`config.mk`:
```
export PLATFORM = sky130hd
export DESIGN_NAME = crpt_ctrl
export DESIGN_NICKNAME = d
export VERILOG_FILES = /design/src/rtl/crpt_pkg.sv /design/src/rtl/crpt_ctrl.sv
export SDC_FILE = /design/constraint.sdc
export NUM_CORES = 1
export LEC_CHECK = 0
export BUFFER_PORTS_ARGS = -buffer_cell sky130_fd_sc_hd__buf_2
export CAP_MARGIN = 20
export CORE_MARGIN = 3
export CORE_UTILIZATION = 50
export CTS_CLUSTER_DIAMETER = 50
export CTS_CLUSTER_SIZE = 25
export DETAILED_ROUTE_END_ITERATION = 6
export PLACE_DENSITY = 0.78
export SKIP_CTS_REPAIR_TIMING = 1
export SLEW_MARGIN = 5
export SYNTH_ARGS = -nofsm -noshare
export SYNTH_HDL_FRONTEND = slang
export SYNTH_SLANG_ARGS = --single-unit
```
`constraint.sdc`:
```
create_clock -name clk_i -period 2.15 [get_ports clk_i]
set_input_delay 0.1075 -clock clk_i [delete_from_list [all_inputs] [get_ports clk_i]]
set_output_delay 0.1075 -clock clk_i [all_outputs]
set_load 0.02 [all_outputs]
```
`src/rtl/crpt_pkg.sv`:
```
// crpt_pkg: shared types and constants for the cardinal spline point and tangent block
// no dependencies; used by crpt_ctrl, crpt_dp and catmull_rom_point_and_tangent
package crpt_pkg;

  localparam int FRAC    = 16;
  localparam int COORD_W = 32;
  localparam int UQ_W    = 17;
  localparam int DIR_W   = 16;
  localparam int WGT_W   = 22;
  localparam int EXT_W   = 40;
  localparam int ACC_W   = 58;
  localparam int CNT_W   = 6;

  localparam logic [UQ_W-1:0] ONE_FX     = 17'h10000;
  localparam logic [UQ_W-1:0] TENS_RESET = 17'h08000;

  localparam logic [CNT_W-1:0] PRE_LAST  = 6'd9;
  localparam logic [CNT_W-1:0] MAC_LAST  = 6'd24;
  localparam logic [CNT_W-1:0] SQ_LAST   = 6'd3;
  localparam logic [CNT_W-1:0] SQRT_LAST = 6'd32;
  localparam logic [CNT_W-1:0] DIV_LAST  = 6'd17;

  typedef enum logic [3:0] {
    DP_IDLE, DP_PUSH, DP_LOAD, DP_MUL, DP_CAPT, DP_WEIGHT, DP_MAC, DP_MAG,
    DP_NORM, DP_SQ, DP_SQRT_INIT, DP_SQRT, DP_DIV_INIT, DP_DIV, DP_DIV_DONE, DP_OUT
  } dp_op_e;

  typedef enum logic [3:0] {
    S_IDLE, S_PRE, S_WGT, S_MAC, S_MAG, S_CHK, S_NORM, S_SQ, S_SQRT, S_DIV, S_FIN
  } state_e;

  typedef struct packed {
    dp_op_e     op;
    logic [4:0] idx;
    logic       acc_en;
    logic [4:0] acc_idx;
  } dp_cmd_t;

  typedef struct packed {
    logic zero;
    logic in_range;
  } dp_sts_t;

endpackage

```
`src/rtl/crpt_ctrl.sv`:
```
// crpt_ctrl: sequencer for push and evaluate, drives datapath commands and the handshakes
// depends on crpt_pkg
module crpt_ctrl (
  input  logic              clk_i,
  input  logic              rst_ni,
  input  logic              in_valid_i,
  input  logic              operation_i,
  output logic              in_stall_o,
  output logic              out_valid_o,
  input  logic              out_stall_i,
  input  crpt_pkg::dp_sts_t sts_i,
  output crpt_pkg::dp_cmd_t cmd_o
);

  crpt_pkg::state_e             state_q, state_d;
  logic [crpt_pkg::CNT_W-1:0]   cnt_q, cnt_d;
  logic [1:0]                   axis_q, axis_d;
  logic                         out_valid_q, out_valid_d;
  logic                         out_set;
  logic [4:0]                   cnt_lo;

  assign cnt_lo = cnt_q[4:0];

  always_ff @(posedge clk_i or negedge rst_ni) begin
    if (!rst_ni) begin
      state_q     <= crpt_pkg::S_IDLE;
      cnt_q       <= '0;
      axis_q      <= '0;
      out_valid_q <= 1'b0;
    end else begin
      state_q     <= state_d;
      cnt_q       <= cnt_d;
      axis_q      <= axis_d;
      out_valid_q <= out_valid_d;
    end
  end

  always_comb begin
    state_d       = state_q;
    cnt_d         = cnt_q;
    axis_d        = axis_q;
    out_set       = 1'b0;
    cmd_o         = '0;
    cmd_o.op      = crpt_pkg::DP_IDLE;
    unique case (state_q)
      crpt_pkg::S_IDLE: begin
        if (in_valid_i) begin
          if (operation_i) begin
            cmd_o.op = crpt_pkg::DP_LOAD;
            state_d  = crpt_pkg::S_PRE;
            cnt_d    = '0;
          end else begin
            cmd_o.op = crpt_pkg::DP_PUSH;
          end
        end
      end
      crpt_pkg::S_PRE: begin
        // even steps multiply, odd steps capture the product
        cmd_o.op  = cnt_q[0] ? crpt_pkg::DP_CAPT : crpt_pkg::DP_MUL;
        cmd_o.idx = cnt_q[5:1];
        if (cnt_q == crpt_pkg::PRE_LAST) begin
          state_d = crpt_pkg::S_WGT;
          cnt_d   = '0;
        end else begin
          cnt_d = cnt_q + 1'b1;
        end
      end
      crpt_pkg::S_WGT: begin
        cmd_o.op = crpt_pkg::DP_WEIGHT;
        state_d  = crpt_pkg::S_MAC;
        cnt_d    = '0;
      end
      crpt_pkg::S_MAC: begin
        // product of step k is accumulated at step k+1
        cmd_o.op      = crpt_pkg::DP_MAC;
        cmd_o.idx     = cnt_lo;
        cmd_o.acc_en  = (cnt_q != '0);
        cmd_o.acc_idx = cnt_lo - 5'd1;
        if (cnt_q == crpt_pkg::MAC_LAST) begin
          state_d = crpt_pkg::S_MAG;
        end else begin
          cnt_d = cnt_q + 1'b1;
        end
      end
      crpt_pkg::S_MAG: begin
        cmd_o.op = crpt_pkg::DP_MAG;
        state_d  = crpt_pkg::S_CHK;
      end
      crpt_pkg::S_CHK: begin
        state_d = sts_i.zero ? crpt_pkg::S_FIN : crpt_pkg::S_NORM;
      end
      crpt_pkg::S_NORM: begin
        cmd_o.op = crpt_pkg::DP_NORM;
        if (sts_i.in_range) begin
          state_d = crpt_pkg::S_SQ;
          cnt_d   = '0;
        end
      end
      crpt_pkg::S_SQ: begin
        cmd_o.op      = crpt_pkg::DP_SQ;
        cmd_o.idx     = cnt_lo;
        cmd_o.acc_en  = (cnt_q != '0);
        cmd_o.acc_idx = cnt_lo - 5'd1;
        if (cnt_q == crpt_pkg::SQ_LAST) begin
          state_d = crpt_pkg::S_SQRT;
          cnt_d   = '0;
        end else begin
          cnt_d = cnt_q + 1'b1;
        end
      end
      crpt_pkg::S_SQRT: begin
        cmd_o.op = (cnt_q == '0) ? crpt_pkg::DP_SQRT_INIT : crpt_pkg::DP_SQRT;
        if (cnt_q == crpt_pkg::SQRT_LAST) begin
          state_d = crpt_pkg::S_DIV;
          cnt_d   = '0;
          axis_d  = '0;
        end else begin
          cnt_d = cnt_q + 1'b1;
        end
      end
      crpt_pkg::S_DIV: begin
        cmd_o.idx = {3'b000, axis_q};
        if (cnt_q == '0) begin
          cmd_o.op = crpt_pkg::DP_DIV_INIT;
        end else if (cnt_q == crpt_pkg::DIV_LAST) begin
          cmd_o.op = crpt_pkg::DP_DIV_DONE;
        end else begin
          cmd_o.op = crpt_pkg::DP_DIV;
        end
        if (cnt_q == crpt_pkg::DIV_LAST) begin
          cnt_d = '0;
          if (axis_q == 2'd2) begin
            state_d = crpt_pkg::S_FIN;
          end else begin
            axis_d = axis_q + 1'b1;
          end
        end else begin
          cnt_d = cnt_q + 1'b1;
        end
      end
      crpt_pkg::S_FIN: begin
        if (!out_valid_q || !out_stall_i) begin
          cmd_o.op = crpt_pkg::DP_OUT;
          out_set  = 1'b1;
          state_d  = crpt_pkg::S_IDLE;
        end
      end
      default: begin
        state_d = crpt_pkg::S_IDLE;
      end
    endcase
  end

  assign out_valid_d = out_set | (out_valid_q & out_stall_i);
  assign out_valid_o = out_valid_q;
  assign in_stall_o  = (state_q != crpt_pkg::S_IDLE);

  a_no_push_busy: assert property (@(posedge clk_i) disable iff (!rst_ni)
    (state_q != crpt_pkg::S_IDLE) |-> (cmd_o.op != crpt_pkg::DP_PUSH))
    else $error("push issued while evaluating");

endmodule

```
# Word level (Yosys, flattened, before mapping)
# Index checks and enable logic that the tools add are counted.
word_totals:
  wordCells: 87
  in_bits: 7
  output_inout_bits: 17
  ff_bits: 13
op_classes:
  add_sub_neg: 3
  bitwise: 2
  n_reduce_logical: 13
  eq_ne: 28
  n_mux: 37
op_table:
  columns: ["cell", "n"]
  rows:
  - ["6-bit two-way mux", 9]
  - ["4-bit two-way mux", 13]
  - ["6-bit case mux with 8 select lines", 1]
  - ["4-bit case mux with 11 select lines", 1]
  - ["4-bit case mux with 10 select lines", 1]
  - ["2-bit != test, second input constant", 12]
  - ["4-bit by 3-bit equality test with 1-bit output, second input constant", 4]
  - ["5-bit case mux with 3 select lines", 1]
  - ["4-bit equality test, second input constant", 3]
  - ["6-bit by 5-bit equality test with 1-bit output, second input constant", 2]
  - ["2-bit two-way mux", 6]
  - ["10-bit AND reduction", 1]
  - ["4-bit by 2-bit equality test with 1-bit output, second input constant", 2]
  - ["8-bit nonzero test", 1]
  - ["6-bit by 1-bit adder with 6-bit output, second input constant", 1]
  - ["6-bit by 2-bit equality test with 1-bit output, second input constant", 1]
  - ["6-bit by 4-bit equality test with 1-bit output, second input constant", 1]
  - ["6-bit equality test, second input constant", 1]
  - ["6-bit logical NOT", 1]
  - ["6-bit nonzero test", 1]
  - ["5-bit AND reduction", 1]
  - ["5-bit by 1-bit subtractor with 5-bit output, second input constant", 1]
  - ["4-bit by 1-bit equality test with 1-bit output, second input constant", 1]
  - ["4-bit logical NOT", 1]
  - ["13 further kinds", 16]

# Longest topological paths before layout
depth:
  word_depth: 5
  ltp_mapped: 8
  mapped_depth_nobuf: 7

# Least setup slack after synthesis
# OpenSTA, ideal clock, no wires.
synth_timing:
  kind: "flip-flop to flip-flop"
  from: "register cnt_q[0] (netlist bit)"
  to: "register cnt_q[1] (netlist bit)"
  slack_ns: 0.145
  stages_incl_launch_ff: 8
  t_required_ns: 2.055
  t_arrival_ns: 1.909
  setup_ns: 0.095
  path_buffers: 1
  period_less_slack_ns: 2.005
  path_cell_list: "dfrtp_1 -> clkbuf_1 -> inv_1 -> ha_1 -> and4_1 -> or3_4 -> and3_2 -> o31ai_1"
synth_via:
  elab_chain_cells: 3
  elab_cells_between_ends: 14
  cone_classes: "1 x add/sub; 6 x eq/ne; 6 x mux; 1 x reduce/logical"
synth_lines:
  columns: ["element", "line", "rtl"]
  rows:
  - ["start: declaration", "crpt_ctrl.sv:16", "logic [crpt_pkg::CNT_W-1:0] cnt_q, cnt_d;"]
  - ["start signal: assignment", "crpt_ctrl.sv:32", "cnt_q <= cnt_d;"]
  - ["6-bit by 1-bit adder with 6-bit output, or another cell as far along", null, null]
  - ["6-bit two-way mux, or another cell as far along", "crpt_ctrl.sv:130", "if (cnt_q == crpt_pkg::DIV_LAST) begin"]
  - ["6-bit case mux with 8 select lines / 5-bit AND reduction (equally long branches)", null, null]
# Several ways; a longest one is shown, not always the timed one. The select of a mux whose other input is x is not followed.
# A chain may end at the register's enable or synchronous reset.

# Worst setup path in the final report
layout_timing:
  from: "register cnt_q[1] (netlist bit)"
  to: "register state_q[0]"
layout_via:
  elab_chain_cells: 3
  elab_cells_between_ends: 11
  cone_classes: "10 x eq/ne; 1 x reduce/logical"
layout_lines:
  columns: ["element", "line", "rtl"]
  rows:
  - ["6-bit by 5-bit equality test with 1-bit output, or another cell as far along", "crpt_ctrl.sv:130", null]
  - ["2-bit != test (no line)", null, null]
  - ["10-bit AND reduction (no line) (*)", null, null]
  - ["end signal: assignment", "crpt_ctrl.sv:26", "state_q <= crpt_pkg::S_IDLE;"]
  - ["end signal: assignment", "crpt_ctrl.sv:31", "state_q <= state_d;"]
  - ["end: declaration", "crpt_ctrl.sv:15", "crpt_pkg::state_e state_q, state_d;"]
# Every way passes the cells marked *; elsewhere a longest branch is shown, timed or not.

==> results.yml <==
global_route:
  grt_pass1_vias: 1263
  grt_max_degree: 14
  antenna_found_initial: 0
  grt_pass1_wl_um: 5930
  grt_overflow: 0
  track_usage: 0.225
outcome:
  status: "complete, no violations"
floorplan:
  coreArea_um2: 2520
  dieArea_um2: 3380
  die_h_um: 58.2
  dieWidth_um: 58.2
  row_count: 18
  start_util: 0.540
  io_pins: 24
synth:
  asyncSetResetFlopFracSynth: 1.00
  yosysMostFrequentCell: "nor2_1"
  synth-edff-count: 0
  ys_top_cells_by_area: "dfrtp_1 (24%), o21ai_0 (4.8%), ha_1 (4.6%), nor2_1 (4.4%), nand2_1 (3.9%)"
  synthCells: 171
  yosys_most_used_dff: "dfrtp_1"
  synth_seq_cells: 13
  ys_warn_count: 0
  syn_avg_cell_area_um2: 7.96
  netlist_area_um2: 1360
  synth_top_area_share: 0.239
  synth_nets: 183
  yosysSeqAreaShare: 0.239
  synth_area_leader_cell: "dfrtp_1"
  ys_types: 59
  synth_common_cells: "nor2_1 (16), nand2_1 (14), dfrtp_1 (13), o21ai_0 (13)"
worst_setup_path:
  crit_fanout: 6
  arrival_ns: 2.18
  worstSetupPathType: "register to register"
  cp_data_required_time_ns: 2.31
  end_kind: "register"
  startpoint_type: "register"
route:
  met1Wirelength_um: 1590
  antenna_left: 0
  dr_wl_met3_um: 230
  drc: 0
  drt-wirelength-per-cell_um: 16.2
  dr_wl_met2_um: 1840
  vias: 1409
  highest-signal-layer: "met4"
  drt_iter0_markers: 70
  via_per_inst: 6.18
  totalWireLength_um: 3700
  drt_first_pass_iters: 4
timing:
  skew_ns: 0.00713
  tightest_slew_ns: 0.415
  period_share: 0.940
  rsz0062_at_grt: "no"
  min_period_ns: 2.02
  clock.fmax_ghz: 0.495
  finalSetupViolations: 0
  relSlewSlack: 0.721
  holdWs_ns: 0.240
  fin_setup_tns_ns: 0
  report.final.slew_viol_count: 0
  hold_viol_final: 0
clock_network:
  clock_path_buffers: 2
  cts_sinks: 13
  clk_pin_slew_ns: 0.08
  clock_latency_ns: 0.28
  htreeDepth: 1
  cts_tree: "built"
  root_buffer: "clkbuf_4"
  cts_buffers: 3
place:
  post-place-cells: 223
  place_congestion: 0.932
  dp_hpwl_um: 2830
  port_buffers: 23
layout:
  antennaDiodeCount: 0
  syn2layout_area_growth_pct: 15.3
  drive_gt1_frac: 0.293
  nets: 211
  fillers: 249
  stdcell_count: 228
power:
  irDropWorstVdd_v: 0.000827
  powerDensity_nw_per_um2: 1180
  leakagePower_nw: 0.704
  p_total_mw: 1.85
flow_run:
  drv_cap: 0
min_path:
  hold_path_class: "primary input to async pin"
[layout by cell type, fill, tap and decap left out, types with 2 or more instances in the layout]
cell / netlist / layout
o31ai_1: 2 / 2
xor2_1: 2 / 2
dfrtp_1: 13 / 12
nor3_1: 6 / 6
a31o_2: 2 / 2
clkbuf_4: 0 / 3
a22o_1: 3 / 3
a31oi_1: 4 / 4
and2_1: 2 / 2
a21oi_1: 6 / 6
o22ai_1: 3 / 3
o21bai_1: 2 / 2
nand3_1: 8 / 8
buf_2: 1 / 23
xnor2_1: 2 / 2
nor2_1: 16 / 16
buf_4: 1 / 13
nand2b_1: 6 / 6
a32oi_1: 2 / 2
nand2_1: 14 / 14
o2bb2ai_1: 2 / 2
inv_1: 7 / 7
and3_2: 3 / 3
ha_1: 5 / 5
a22oi_1: 2 / 2
nor4_1: 2 / 2
o21ai_0: 13 / 13
[registers in the layout, summed over array words and instances (netlist names)]
register     cells
axis_q           2
out_valid_o      1
state_q          4
cnt_q            6
[worst max-delay path: stages, from the launching register on]
cell,delay [ns]
dfrtp_1,0.39
inv_1,0.12
ha_1,0.16
nand2b_1,0.09
or4_4,0.44
a32oi_4,0.25
nand4_2,0.14
mux2_4,0.31
[stage by stage]
step,utilization,setup slack (ns),instance area (µm²)
after floorplan,-,0.145,1360
after global placement,0.607,0.243,1530
after detailed placement,0.607,0.167,1530
after CTS,0.618,0.0629,1560
after global routing,0.622,0.0428,1570
final,0.622,0.130,1570
[worst paths after layout]
path                             startpoint           to  slack (ns)  depth (start not counted)
worst max-delay path               cnt_q[1]   state_q[0]        0.13                          7
worst min-delay path                 rst_ni     cnt_q[1]        0.24                          2
worst max register to register     cnt_q[1]   state_q[0]        0.13                          7
worst min register to register    axis_q[1]    axis_q[1]        0.59                          1
max in group asynchronous            rst_ni   state_q[0]        1.65                          2
min in group clk_i              out_stall_i  out_valid_o        0.28                          3
[where the power goes]
group          total [mW]  switching, mW  internal, mW  leakage [nW]
clock network       0.152         0.0803        0.0720        0.0150
logic                1.26          0.721         0.537         0.523
registers           0.441          0.125         0.317         0.166
total                1.85          0.926         0.926         0.704
[routing by layer]
layer | track usage | vias to the layer above
met5 | 0 | -
met3 | 0.0445 | 6
met2 | 0.389 | 59
met4 | 0.0497 | 0
met1 | 0.288 | 660
li1 | - | 684
[cell families (layout without fill, tap and decap cells)]
group / after synthesis / after routing / share of synthesized area
buf+inv: 22 / 49 / 0.0827
simple gates: 73 / 73 / 0.302
flops: 13 / 13 / 0.239
compound gates: 51 / 51 / 0.278
fa+ha+maj: 5 / 5 / 0.0460
mux: 3 / 3 / 0.0267
xor+xnor: 4 / 4 / 0.0257
[cell type report]
type	count	area, µm²	area share
Clock buffer	4	26.3	0.0167
Sequential cell	13	327	0.208
Tap cell	30	37.5	0.0239
Inverter	8	32.5	0.0207
Multi-Input combinational cell	136	923	0.589
Timing Repair Buffer	37	223	0.142
Note: power is estimated with default switching activity, not from simulation.
